`src/acws_pkg.sv`:
```
// ----------------------------------------------------------------------------
// acws_pkg
// Shared types and constants of the alarm clock with snooze.
// ----------------------------------------------------------------------------
package acws_pkg;

	localparam int MAX_BUTTONS = 8;
	localparam int BTN_W       = 3;
	localparam int HIST_W      = 16;
	localparam int TICK_W      = 8;
	localparam int SNZ_W       = 4;
	localparam int HOUR_W      = 5;
	localparam int MIN_W       = 6;
	localparam int CFG_IDX_W   = 1;
	localparam int CFG_DATA_W  = 8;
	localparam int QDEPTH      = 2;
	localparam int QPTR_W      = 1;
	localparam int QCNT_W      = 2;

	localparam logic [HIST_W-1:0] HIST_SET   = 16'hE000;
	localparam logic [HIST_W-1:0] HIST_PRESS = 16'hF000;

	localparam logic [MIN_W-1:0]  SEC_PER_MIN   = 6'd60;
	localparam logic [MIN_W-1:0]  MIN_PER_HOUR  = 6'd60;
	localparam logic [HOUR_W-1:0] HOURS_PER_DAY = 5'd24;

	localparam logic [TICK_W-1:0] TPS_RESET = 8'd128;
	localparam logic [TICK_W-1:0] TPS_MIN   = 8'd2;
	localparam logic [SNZ_W-1:0]  SNZ_RESET = 4'd10;
	localparam logic [SNZ_W-1:0]  SNZ_MIN   = 4'd1;

	localparam logic [CFG_IDX_W-1:0] REG_TPS    = 1'b0;
	localparam logic [CFG_IDX_W-1:0] REG_SNOOZE = 1'b1;

	localparam logic [BTN_W-1:0] BTN_MIN_STEP   = 3'd0;
	localparam logic [BTN_W-1:0] BTN_HOUR_STEP  = 3'd1;
	localparam logic [BTN_W-1:0] BTN_RADIO      = 3'd2;
	localparam logic [BTN_W-1:0] BTN_SNOOZE     = 3'd3;
	localparam logic [BTN_W-1:0] BTN_ALARM_EN   = 3'd4;
	localparam logic [BTN_W-1:0] BTN_MODE_ALARM = 3'd5;
	localparam logic [BTN_W-1:0] BTN_MODE_RADIO = 3'd6;
	localparam logic [BTN_W-1:0] BTN_MODE_TIME  = 3'd7;

	typedef enum logic [1:0] {
		MODE_TIME  = 2'd0,
		MODE_RADIO = 2'd1,
		MODE_ALARM = 2'd2
	} mode_t;

	typedef struct packed {
		logic             tick;
		logic             fire;
		logic [BTN_W-1:0] btn;
	} cmd_t;

endpackage

```
`src/acws_ifs.sv`:
```
// ----------------------------------------------------------------------------
// acws_ifs
// Valid/ready channels of the alarm clock: input items and status snapshots.
// ----------------------------------------------------------------------------
interface acws_in_if;
	logic                             valid;
	logic                             ready;
	logic                             kind;
	logic [acws_pkg::MAX_BUTTONS-1:0] raw_buttons;

	modport source (output valid, kind, raw_buttons, input ready);
	modport sink   (input valid, kind, raw_buttons, output ready);
endinterface

interface acws_out_if;
	logic                        valid;
	logic                        ready;
	logic [acws_pkg::HOUR_W-1:0] hours;
	logic [acws_pkg::MIN_W-1:0]  minutes;
	logic [acws_pkg::MIN_W-1:0]  seconds;
	logic [acws_pkg::HOUR_W-1:0] alarm_hours;
	logic [acws_pkg::MIN_W-1:0]  alarm_minutes;
	logic [1:0]                  display_mode;
	logic                        alarm_enabled;
	logic                        alarm_sounding;
	logic                        snoozing;
	logic                        colon_on;
	logic                        radio_on;

	modport source (output valid, hours, minutes, seconds, alarm_hours, alarm_minutes,
		display_mode, alarm_enabled, alarm_sounding, snoozing, colon_on, radio_on,
		input ready);
	modport sink (input valid, hours, minutes, seconds, alarm_hours, alarm_minutes,
		display_mode, alarm_enabled, alarm_sounding, snoozing, colon_on, radio_on,
		output ready);
endinterface

```
`src/acws_front.sv`:
```
// ----------------------------------------------------------------------------
// acws_front
// Accepts items, debounces the buttons and classifies each item as a tick,
// a button action or nothing.
// ----------------------------------------------------------------------------
module acws_front #(
	parameter int NUM_BUTTONS = 8
) (
	input  logic                 clk,
	input  logic                 arst_n,
	acws_in_if.sink              items,
	input  logic                 push_ready,
	output logic                 push_valid,
	output acws_pkg::cmd_t       push_cmd
);

	logic [acws_pkg::HIST_W-1:0] hist_q  [NUM_BUTTONS];
	logic [acws_pkg::HIST_W-1:0] shifted [NUM_BUTTONS];
	logic [NUM_BUTTONS-1:0]      upd;
	logic                        lower;
	logic                        fire_any;
	logic [acws_pkg::BTN_W-1:0]  fire_idx;
	logic                        accept;

	assign accept      = items.valid && items.ready;
	assign items.ready = push_ready;
	assign push_valid  = items.valid;

	always_comb begin
		lower    = 1'b0;
		fire_any = 1'b0;
		fire_idx = '0;
		for (int i = 0; i < NUM_BUTTONS; i++) begin
			shifted[i] = {hist_q[i][acws_pkg::HIST_W-2:0], items.raw_buttons[i]}
				| acws_pkg::HIST_SET;
			upd[i] = !lower;
			if (!lower && shifted[i] == acws_pkg::HIST_PRESS) begin
				fire_any = 1'b1;
				fire_idx = acws_pkg::BTN_W'(i);
			end
			lower = lower | (shifted[i] == acws_pkg::HIST_PRESS);
		end
	end

	always_comb begin
		push_cmd.tick = !items.kind;
		push_cmd.fire = items.kind && fire_any;
		push_cmd.btn  = fire_idx;
	end

	always_ff @(posedge clk or negedge arst_n) begin
		if (!arst_n) begin
			for (int i = 0; i < NUM_BUTTONS; i++) hist_q[i] <= '0;
		end else if (accept && items.kind) begin
			for (int i = 0; i < NUM_BUTTONS; i++) begin
				if (upd[i]) hist_q[i] <= shifted[i];
			end
		end
	end

endmodule

```
`src/acws_queue.sv`:
```
// ----------------------------------------------------------------------------
// acws_queue
// Two-entry command queue between the front and the back.
// ----------------------------------------------------------------------------
module acws_queue (
	input  logic           clk,
	input  logic           arst_n,
	input  logic           push_valid,
	output logic           push_ready,
	input  acws_pkg::cmd_t push_cmd,
	output logic           pop_valid,
	input  logic           pop_ready,
	output acws_pkg::cmd_t pop_cmd
);

	acws_pkg::cmd_t                entries [acws_pkg::QDEPTH];
	logic [acws_pkg::QPTR_W-1:0]   wr_ptr_q;
	logic [acws_pkg::QPTR_W-1:0]   rd_ptr_q;
	logic [acws_pkg::QCNT_W-1:0]   count_q;
	logic                          push_fire;
	logic                          pop_fire;

	assign push_ready = count_q != acws_pkg::QCNT_W'(acws_pkg::QDEPTH);
	assign pop_valid  = count_q != '0;
	assign pop_cmd    = entries[rd_ptr_q];
	assign push_fire  = push_valid && push_ready;
	assign pop_fire   = pop_valid && pop_ready;

	always_ff @(posedge clk) begin
		if (push_fire) entries[wr_ptr_q] <= push_cmd;
	end

	always_ff @(posedge clk or negedge arst_n) begin
		if (!arst_n) begin
			wr_ptr_q <= '0;
			rd_ptr_q <= '0;
			count_q  <= '0;
		end else begin
			if (push_fire) wr_ptr_q <= wr_ptr_q + 1'b1;
			if (pop_fire) rd_ptr_q <= rd_ptr_q + 1'b1;
			if (push_fire && !pop_fire) count_q <= count_q + 1'b1;
			else if (pop_fire && !push_fire) count_q <= count_q - 1'b1;
		end
	end

	a_count_up: assert property (@(posedge clk) disable iff (!arst_n)
		push_fire && !pop_fire |=> count_q == $past(count_q) + 2'd1)
		else $error("queue count did not advance on push");

	a_count_down: assert property (@(posedge clk) disable iff (!arst_n)
		pop_fire && !push_fire |=> count_q == $past(count_q) - 2'd1)
		else $error("queue count did not drop on pop");

endmodule

```
`src/acws_back.sv`:
```
// ----------------------------------------------------------------------------
// acws_back
// Carries out queued commands on the clock state and presents the snapshot.
// ----------------------------------------------------------------------------
module acws_back (
	input  logic                                clk,
	input  logic                                arst_n,
	input  logic                                pop_valid,
	output logic                                pop_ready,
	input  acws_pkg::cmd_t                      cmd,
	acws_out_if.source                          results,
	input  logic                                wr_en,
	input  logic [acws_pkg::CFG_IDX_W-1:0]      wr_index,
	input  logic [acws_pkg::CFG_DATA_W-1:0]     wr_data
);

	logic [acws_pkg::TICK_W-1:0] cfg_tps_q;
	logic [acws_pkg::SNZ_W-1:0]  cfg_snz_q;

	logic [acws_pkg::TICK_W-1:0] tick_count_q, tick_n;
	logic [acws_pkg::HOUR_W-1:0] hours_q, hours_n;
	logic [acws_pkg::MIN_W-1:0]  minutes_q, minutes_n;
	logic [acws_pkg::MIN_W-1:0]  seconds_q, seconds_n;
	logic [acws_pkg::HOUR_W-1:0] alarm_hours_q, alarm_hours_n;
	logic [acws_pkg::MIN_W-1:0]  alarm_minutes_q, alarm_minutes_n;
	logic [acws_pkg::SNZ_W-1:0]  snooze_count_q, snooze_count_n;
	acws_pkg::mode_t             mode_q, mode_n;
	logic                        enabled_q, enabled_n;
	logic                        sounding_q, sounding_n;
	logic                        snoozing_q, snoozing_n;
	logic                        colon_q, colon_n;
	logic                        radio_q, radio_n;
	logic                        out_valid_q;

	logic [acws_pkg::TICK_W-1:0] tps;
	logic [acws_pkg::TICK_W-1:0] tc1;
	logic [acws_pkg::SNZ_W-1:0]  snz_lim;
	logic [acws_pkg::MIN_W-1:0]  min_step;
	logic [acws_pkg::HOUR_W-1:0] hour_step;
	logic [acws_pkg::MIN_W-1:0]  amin_step;
	logic [acws_pkg::HOUR_W-1:0] ahour_step;
	logic                        pop_fire;

	assign pop_ready = !out_valid_q || results.ready;
	assign pop_fire  = pop_valid && pop_ready;

	always_comb begin
		tps        = (cfg_tps_q < acws_pkg::TPS_MIN) ? acws_pkg::TPS_MIN : cfg_tps_q;
		tc1        = tick_count_q + 8'd1;
		snz_lim    = (cfg_snz_q == '0) ? acws_pkg::SNZ_MIN : cfg_snz_q;
		min_step   = minutes_q + 6'd1;
		hour_step  = hours_q + 5'd1;
		amin_step  = alarm_minutes_q + 6'd1;
		ahour_step = alarm_hours_q + 5'd1;
		if (min_step >= acws_pkg::MIN_PER_HOUR) min_step = '0;
		if (hour_step >= acws_pkg::HOURS_PER_DAY) hour_step = '0;
		if (amin_step >= acws_pkg::MIN_PER_HOUR) amin_step = '0;
		if (ahour_step >= acws_pkg::HOURS_PER_DAY) ahour_step = '0;

		tick_n          = tick_count_q;
		hours_n         = hours_q;
		minutes_n       = minutes_q;
		seconds_n       = seconds_q;
		alarm_hours_n   = alarm_hours_q;
		alarm_minutes_n = alarm_minutes_q;
		snooze_count_n  = snooze_count_q;
		mode_n          = mode_q;
		enabled_n       = enabled_q;
		sounding_n      = sounding_q;
		snoozing_n      = snoozing_q;
		colon_n         = colon_q;
		radio_n         = radio_q;

		if (cmd.tick) begin
			tick_n = tc1;
			if (tc1 == (tps >> 1) || tc1 >= tps) colon_n = !colon_q;
			if (tc1 >= tps) begin
				tick_n    = '0;
				seconds_n = seconds_q + 6'd1;
				if (seconds_n >= acws_pkg::SEC_PER_MIN) begin
					seconds_n = '0;
					minutes_n = minutes_q + 6'd1;
				end
				if (minutes_n >= acws_pkg::MIN_PER_HOUR) begin
					minutes_n = '0;
					hours_n   = hours_q + 5'd1;
				end
				if (hours_n >= acws_pkg::HOURS_PER_DAY) hours_n = '0;

				if (enabled_q && hours_n == alarm_hours_q && minutes_n == alarm_minutes_q
					&& seconds_n == '0) sounding_n = 1'b1;
				if (!enabled_q) begin
					sounding_n = 1'b0;
					snoozing_n = 1'b0;
				end
				if (snoozing_n) begin
					snooze_count_n = snooze_count_q + 4'd1;
					sounding_n     = 1'b0;
				end
				if (snooze_count_n >= snz_lim) begin
					snoozing_n     = 1'b0;
					sounding_n     = 1'b1;
					snooze_count_n = '0;
				end
			end
		end else if (cmd.fire) begin
			unique case (cmd.btn)
				acws_pkg::BTN_MODE_TIME:  mode_n = acws_pkg::MODE_TIME;
				acws_pkg::BTN_MODE_RADIO: mode_n = acws_pkg::MODE_RADIO;
				acws_pkg::BTN_MODE_ALARM: mode_n = acws_pkg::MODE_ALARM;
				acws_pkg::BTN_ALARM_EN:   enabled_n = !enabled_q;
				acws_pkg::BTN_SNOOZE:     if (sounding_q) snoozing_n = 1'b1;
				acws_pkg::BTN_RADIO:      radio_n = !radio_q;
				acws_pkg::BTN_MIN_STEP: begin
					unique case (mode_q)
						acws_pkg::MODE_TIME:  minutes_n = min_step;
						acws_pkg::MODE_ALARM: alarm_minutes_n = amin_step;
						default: ;
					endcase
				end
				acws_pkg::BTN_HOUR_STEP: begin
					unique case (mode_q)
						acws_pkg::MODE_TIME:  hours_n = hour_step;
						acws_pkg::MODE_ALARM: alarm_hours_n = ahour_step;
						default: ;
					endcase
				end
				default: ;
			endcase
		end
	end

	always_ff @(posedge clk or negedge arst_n) begin
		if (!arst_n) begin
			cfg_tps_q <= acws_pkg::TPS_RESET;
			cfg_snz_q <= acws_pkg::SNZ_RESET;
		end else if (wr_en) begin
			unique case (wr_index)
				acws_pkg::REG_TPS:    cfg_tps_q <= wr_data;
				acws_pkg::REG_SNOOZE: cfg_snz_q <= wr_data[acws_pkg::SNZ_W-1:0];
				default: ;
			endcase
		end
	end

	always_ff @(posedge clk or negedge arst_n) begin
		if (!arst_n) begin
			tick_count_q    <= '0;
			hours_q         <= '0;
			minutes_q       <= '0;
			seconds_q       <= '0;
			alarm_hours_q   <= '0;
			alarm_minutes_q <= '0;
			snooze_count_q  <= '0;
			mode_q          <= acws_pkg::MODE_TIME;
			enabled_q       <= 1'b0;
			sounding_q      <= 1'b0;
			snoozing_q      <= 1'b0;
			colon_q         <= 1'b0;
			radio_q         <= 1'b0;
			out_valid_q     <= 1'b0;
		end else begin
			if (pop_fire) begin
				tick_count_q    <= tick_n;
				hours_q         <= hours_n;
				minutes_q       <= minutes_n;
				seconds_q       <= seconds_n;
				alarm_hours_q   <= alarm_hours_n;
				alarm_minutes_q <= alarm_minutes_n;
				snooze_count_q  <= snooze_count_n;
				mode_q          <= mode_n;
				enabled_q       <= enabled_n;
				sounding_q      <= sounding_n;
				snoozing_q      <= snoozing_n;
				colon_q         <= colon_n;
				radio_q         <= radio_n;
				out_valid_q     <= 1'b1;
			end else if (results.ready) begin
				out_valid_q     <= 1'b0;
			end
		end
	end

	assign results.valid          = out_valid_q;
	assign results.hours          = hours_q;
	assign results.minutes        = minutes_q;
	assign results.seconds        = seconds_q;
	assign results.alarm_hours    = alarm_hours_q;
	assign results.alarm_minutes  = alarm_minutes_q;
	assign results.display_mode   = mode_q;
	assign results.alarm_enabled  = enabled_q;
	assign results.alarm_sounding = sounding_q;
	assign results.snoozing       = snoozing_q;
	assign results.colon_on       = colon_q;
	assign results.radio_on       = radio_q;

	a_button_keeps_seconds: assert property (@(posedge clk) disable iff (!arst_n)
		pop_fire && !cmd.tick |=> $stable(seconds_q) && $stable(tick_count_q))
		else $error("button command changed the seconds or prescaler");

	a_result_after_pop: assert property (@(posedge clk) disable iff (!arst_n)
		pop_fire |=> out_valid_q)
		else $error("executed command produced no result");

endmodule

```
`src/alarm_clock_with_snooze.sv`:
```
// ----------------------------------------------------------------------------
// alarm_clock_with_snooze
// Alarm clock controller with snooze: debounce front, command queue, clock back.
// ----------------------------------------------------------------------------
// An accepted item is queued; its result is registered when the back pops it.
// One item and one command per cycle while the queue has room and results drain.
// The two-entry queue lets the front accept while a result waits to be taken.
// Reset: all state clears at once, ticks_per_second to 128, snooze_seconds to 10.
// ----------------------------------------------------------------------------
module alarm_clock_with_snooze #(
	parameter int NUM_BUTTONS = 8
) (
	input  logic                                clk,
	input  logic                                arst_n,
	acws_in_if.sink                             items,
	acws_out_if.source                          results,
	input  logic                                wr_en,
	input  logic [acws_pkg::CFG_IDX_W-1:0]      wr_index,
	input  logic [acws_pkg::CFG_DATA_W-1:0]     wr_data
);

	logic           push_valid;
	logic           push_ready;
	acws_pkg::cmd_t push_cmd;
	logic           pop_valid;
	logic           pop_ready;
	acws_pkg::cmd_t pop_cmd;

	acws_front #(
		.NUM_BUTTONS (NUM_BUTTONS)
	) u_front (
		.clk        (clk),
		.arst_n     (arst_n),
		.items      (items),
		.push_ready (push_ready),
		.push_valid (push_valid),
		.push_cmd   (push_cmd)
	);

	acws_queue u_queue (
		.clk        (clk),
		.arst_n     (arst_n),
		.push_valid (push_valid),
		.push_ready (push_ready),
		.push_cmd   (push_cmd),
		.pop_valid  (pop_valid),
		.pop_ready  (pop_ready),
		.pop_cmd    (pop_cmd)
	);

	acws_back u_back (
		.clk       (clk),
		.arst_n    (arst_n),
		.pop_valid (pop_valid),
		.pop_ready (pop_ready),
		.cmd       (pop_cmd),
		.results   (results),
		.wr_en     (wr_en),
		.wr_index  (wr_index),
		.wr_data   (wr_data)
	);

endmodule
```
`src/flat_wrapper.sv`:
```
// flat-port wrapper written by rule: the top's interface ports become plain ports
module alarm_clock_with_snooze_flat 
#(
	parameter int NUM_BUTTONS = 8
)
  (clk, arst_n, wr_en, wr_index, wr_data, items_valid, items_kind, items_raw_buttons, items_ready, results_valid, results_hours, results_minutes, results_seconds, results_alarm_hours, results_alarm_minutes, results_display_mode, results_alarm_enabled, results_alarm_sounding, results_snoozing, results_colon_on, results_radio_on, results_ready);
  acws_in_if items_i ();
  acws_out_if results_i ();
  input  logic clk;
  input  logic arst_n;
  input  logic wr_en;
  input  logic [acws_pkg::CFG_IDX_W-1:0] wr_index;
  input  logic [acws_pkg::CFG_DATA_W-1:0] wr_data;
  input wire logic [$bits(items_i.valid)-1:0] items_valid;
  input wire logic [$bits(items_i.kind)-1:0] items_kind;
  input wire logic [$bits(items_i.raw_buttons)-1:0] items_raw_buttons;
  output wire logic [$bits(items_i.ready)-1:0] items_ready;
  output wire logic [$bits(results_i.valid)-1:0] results_valid;
  output wire logic [$bits(results_i.hours)-1:0] results_hours;
  output wire logic [$bits(results_i.minutes)-1:0] results_minutes;
  output wire logic [$bits(results_i.seconds)-1:0] results_seconds;
  output wire logic [$bits(results_i.alarm_hours)-1:0] results_alarm_hours;
  output wire logic [$bits(results_i.alarm_minutes)-1:0] results_alarm_minutes;
  output wire logic [$bits(results_i.display_mode)-1:0] results_display_mode;
  output wire logic [$bits(results_i.alarm_enabled)-1:0] results_alarm_enabled;
  output wire logic [$bits(results_i.alarm_sounding)-1:0] results_alarm_sounding;
  output wire logic [$bits(results_i.snoozing)-1:0] results_snoozing;
  output wire logic [$bits(results_i.colon_on)-1:0] results_colon_on;
  output wire logic [$bits(results_i.radio_on)-1:0] results_radio_on;
  input wire logic [$bits(results_i.ready)-1:0] results_ready;
  assign items_i.valid = items_valid;
  assign items_i.kind = items_kind;
  assign items_i.raw_buttons = items_raw_buttons;
  assign items_ready = items_i.ready;
  assign results_valid = results_i.valid;
  assign results_hours = results_i.hours;
  assign results_minutes = results_i.minutes;
  assign results_seconds = results_i.seconds;
  assign results_alarm_hours = results_i.alarm_hours;
  assign results_alarm_minutes = results_i.alarm_minutes;
  assign results_display_mode = results_i.display_mode;
  assign results_alarm_enabled = results_i.alarm_enabled;
  assign results_alarm_sounding = results_i.alarm_sounding;
  assign results_snoozing = results_i.snoozing;
  assign results_colon_on = results_i.colon_on;
  assign results_radio_on = results_i.radio_on;
  assign results_i.ready = results_ready;
  alarm_clock_with_snooze #(.NUM_BUTTONS(NUM_BUTTONS)) u_core (.clk(clk), .arst_n(arst_n), .items(items_i), .results(results_i), .wr_en(wr_en), .wr_index(wr_index), .wr_data(wr_data));
endmodule
```
`config.mk`:
```
export PLATFORM = sky130hd
export DESIGN_NAME = alarm_clock_with_snooze_flat
export DESIGN_NICKNAME = d
export VERILOG_FILES = /design/src/acws_pkg.sv /design/src/acws_ifs.sv /design/src/acws_front.sv /design/src/acws_queue.sv /design/src/acws_back.sv /design/src/alarm_clock_with_snooze.sv /design/src/flat_wrapper.sv
export SDC_FILE = /design/constraint.sdc
export NUM_CORES = 1
export LEC_CHECK = 0
export ABC_AREA = 0
export BUFFER_PORTS_ARGS = -buffer_cell sky130_fd_sc_hd__buf_2
export CAP_MARGIN = 20
export CORE_MARGIN = 5
export CORE_UTILIZATION = 47
export CTS_BUF_LIST = sky130_fd_sc_hd__clkbuf_8 sky130_fd_sc_hd__clkbuf_16
export DETAILED_ROUTE_END_ITERATION = 16
export GPL_ROUTABILITY_DRIVEN = 1
export HOLD_SLACK_MARGIN = 0.1
export SLEW_MARGIN = 20
export SYNTH_ARGS = -nofsm -noshare
export SYNTH_HDL_FRONTEND = slang
export SYNTH_SLANG_ARGS = --single-unit
```
`constraint.sdc`:
```
create_clock -name clk -period 4 [get_ports clk]
set_input_delay 0.4 -clock clk [delete_from_list [all_inputs] [get_ports clk]]
set_output_delay 0.4 -clock clk [all_outputs]
set_load 0.005 [all_outputs]
```
==> metrics.cfg <==
[worst_setup_path]
regToRegStartpoint = u_core.u_back.results.seconds[0]
r2r_setup_slack_ps = 540
worst_path_max_delay_cell = a211oi_4
max_stage_delay_ps = 500
worst_ep_required_time_ps = 4350
r2r-end = u_core.u_back.results.hours[0]
path_depth = 10
crit_fanout = 9
reg2regPathDepth = 10
crit_arrival_ps = 3810
cp-start-kind = flop
crit_path_frequent_cell = nand2_1
path_delay_family = compound AO/OA/AOI/OAI gates
crit_buf_inv = 0
path_cells = ha_1, nand2_1, or2_1, a221o_1, a211oi_4, or2_1, nand2_1, o21ai_0, nand2_1, o21ai_0
critical_path_class = reg -> reg
crit_path_end_kind = flop

[detailed_routing]
firstDrtPassIters = 5
drc = 0
num_vias = 6378
ant_nets = 0
finalWirelength_um = 18260
wl_per_cell_um = 16.48
drtIter0Drc = 468
routed_via_density = 5.756

[synthesis]
syn_area_mm2 = 0.008815
yosysWarningCount = 0
yosys.area_share.adder = 0.02839
synth_edf_count = 10
synth_area_leaders = dfrtp_1 45%, mux2_2 14%, edfxtp_1 3.4%, nand2_1 3.3%, ha_1 2.8%
synth_mux_area_frac = 0.1513
syn_area_per_cell_um2 = 10.79
yosysTopAreaCellShare = 0.4457
syn_nets = 860
ys_seq_area_frac = 0.4887
ys_dominant_reg_cell = dfrtp_1
synth_cell_type_count = 69
synthXorXnorAreaFrac = 0.03875
synth_seq_cells = 170
synth-compound-area-share = 0.1151
synth-simple-area-share = 0.1475
async_reset_ff_frac = 0.9412
syn-instance-count = 817
yosys.area.top_type = dfrtp_1
synth_top_family_by_area = multiplexers

[pwr]
sw_frac_of_total = 0.3327
pwr-share-clk = 0.252
switchingPower_mw = 2.182
cellPowerDensity_mw_per_mm2 = 662.8
comb_power_share = 0.295
power.internal_mw = 4.377
power.total_mw = 6.559
leakage_nw = 4.398
seq_power_share = 0.453
peakVddDrop_v = 0.0004017

[job]
maxCapViolCount = 0

[floorplan]
io_pins = 60
die_w_um = 146.9
num_rows = 50
fp.dieH_um = 146.9
die_area_mm2 = 0.02159
coreArea_mm2 = 0.01858
initial_core_util = 0.4744

[sta]
fin_skew_ps = 12.62
max_slew_margin = 0.4076
worstMarginPinSlew_ps = 888.7
slew_viol_final = 0
rsz0062_at_grt = false
setup_tns_ps = 0
fin_crit_sh = 0.8649
whs_ps = 57.81
finalSetupViolations = 0
fin_ws_ps = 540.4
fmax_mhz = 289.1
fin_crit_ps = 3460
report.final.hold_viol_count = 0

[placed_design]
gp_congestion = 0.8723
pre_cts_slack_ps = 554.0
dp_hpwl_um = 13240
io_buffers = 59

[clock_tree]
cts_tree = done
cts_resized = 0
cts.sinks = 170
htree_levels = 4
holdBufCountCts = 0
cts-buffers-inserted = 17
cts_setup_buffers = 0
clock_latency_ps = 430
root_buffer = clkbuf_16
clockBufferDepth = 2
clkTransAtPathRegs_ps = 70

[grt]
grt_max_degree = 111
grt_antenna_before_repair = 0
first_global_vias = 6477
grt_pass1_wl_um = 31330
grt_overflow_total = 0
grtUsageTotal = 0.1740

[outcome]
status = complete, no violations

[finish]
drive_gt1_frac = 0.2551
fin_util = 0.5326
fillers = 1621
final_cell_mix = 157 x dfrtp_1, 111 x mux2_2, 78 x nand2_1, 58 x buf_2, 48 x o21ai_0
nNetsFinal = 904
final_common_cell = dfrtp_1
num_antenna_cells = 0
seq_area_mm2 = 0.004308
area_growth_pct = 12.26
multi_input_area_mm2 = 0.004243

[min_path]
hp-class = in -> async

[per-layer routing]
metal,share of wire,global-route usage,vias to the layer above
met5,0,0,-
met4,0.015,0.05592,0
met3,0.042,0.04164,26
met2,0.49,0.2879,122
met1,0.45,0.2272,3175
li1,-,-,3055
[final cells by class]
| type | count | area share |
|---|---|---|
| Clock buffer | 19 | 0.04577 |
| Clock inverter | 13 | 0.01454 |
| Inverter | 25 | 0.009483 |
| Multi-Input combinational cell | 582 | 0.4288 |
| Sequential cell | 170 | 0.4353 |
| Tap cell | 234 | 0.02959 |
| Timing Repair Buffer | 65 | 0.03654 |
[cells in the mapped netlist (8+ instances only)]
master	number
nor4_1	11
nor2_1	39
nand2_1	78
inv_1	25
mux2_2	111
xnor2_1	21
a21oi_1	18
ha_1	20
and3_1	12
o21ai_0	48
dfrtp_1	157
xor2_1	18
and2_1	8
nor4b_1	8
clkbuf_1	30
edfxtp_1	10
nand4_1	11
nand3_1	29
nand2b_1	15
nor3_1	19
o31ai_1	11
a31oi_1	10
[worst max-delay path by stage]
stage | startpoint | end
finish | u_core.u_back.results.seconds[0] | u_core.u_back.results.hours[0]
detailed placement | u_core.u_back.results.seconds[0] | u_core.u_back.results.hours[1]
CTS | u_core.u_back.results.seconds[0] | u_core.u_back.results.hours[0]
global placement | u_core.u_back.results.seconds[0] | u_core.u_back.results.hours[2]
global route | u_core.u_back.results.seconds[0] | u_core.u_back.results.hours[0]
floorplan | u_core.u_back.results.seconds[0] | u_core.u_back.results.alarm_sounding
[power by group through the flow]
stage               Combinational (mW)  Sequential (mW)  Clock (mW)
global placement                  1.87             2.94           0
CTS                               1.96             2.97        1.69
global route                      2.16             3.08        1.78
detailed placement                1.95             3.00           0
floorplan                         1.55             2.78           0
finish                            1.93             2.97        1.65
[stage by stage]
stage | cells | area [um2]
6_report | 1108 | 9896
5_1_grt | 1108 | 9896
4_1_cts | 1108 | 9891
3_5_place_dp | 1076 | 9294
3_3_place_gp | 1076 | 9294
2_1_floorplan | 817 | 8815
[worst register-to-register path: cells and delay by family (launching register included)]
kind / cells / cell delay, ps
compound gates: 4 / 1420
simple gates: 5 / 1160
fa+ha+maj: 1 / 310
flops: 1 / 490
[state kept, by name, indices dropped and copies added (netlist names)]
name	flops
u_core.u_front.hist_q	96
u_core.u_queue.entries	10
u_core.u_back.cfg_tps_q	8
u_core.u_back.tick_count_q	8
u_core.u_back.results.alarm_minutes	6
u_core.u_back.results.minutes	6
u_core.u_back.results.seconds	6
u_core.u_back.results.alarm_hours	5
u_core.u_back.results.hours	5
u_core.u_back.cfg_snz_q	4
u_core.u_back.snooze_count_q	4
u_core.u_back.results.display_mode	2
u_core.u_queue.count_q	2
u_core.u_back.results.alarm_enabled	1
u_core.u_back.results.alarm_sounding	1
u_core.u_back.results.colon_on	1
u_core.u_back.results.radio_on	1
u_core.u_back.results.snoozing	1
u_core.u_back.results.valid	1
u_core.u_queue.rd_ptr_q	1
u_core.u_queue.wr_ptr_q	1
[cells by family after synthesis]
logic type | after synthesis
AND/OR/NAND/NOR | 256
buffers and inverters | 65
AO/OA/AOI/OAI | 148
flip-flops | 170
adder cells (fa/ha/maj) | 20
XOR/XNOR | 39
multiplexers | 119
(Power assumes the default switching activity.)
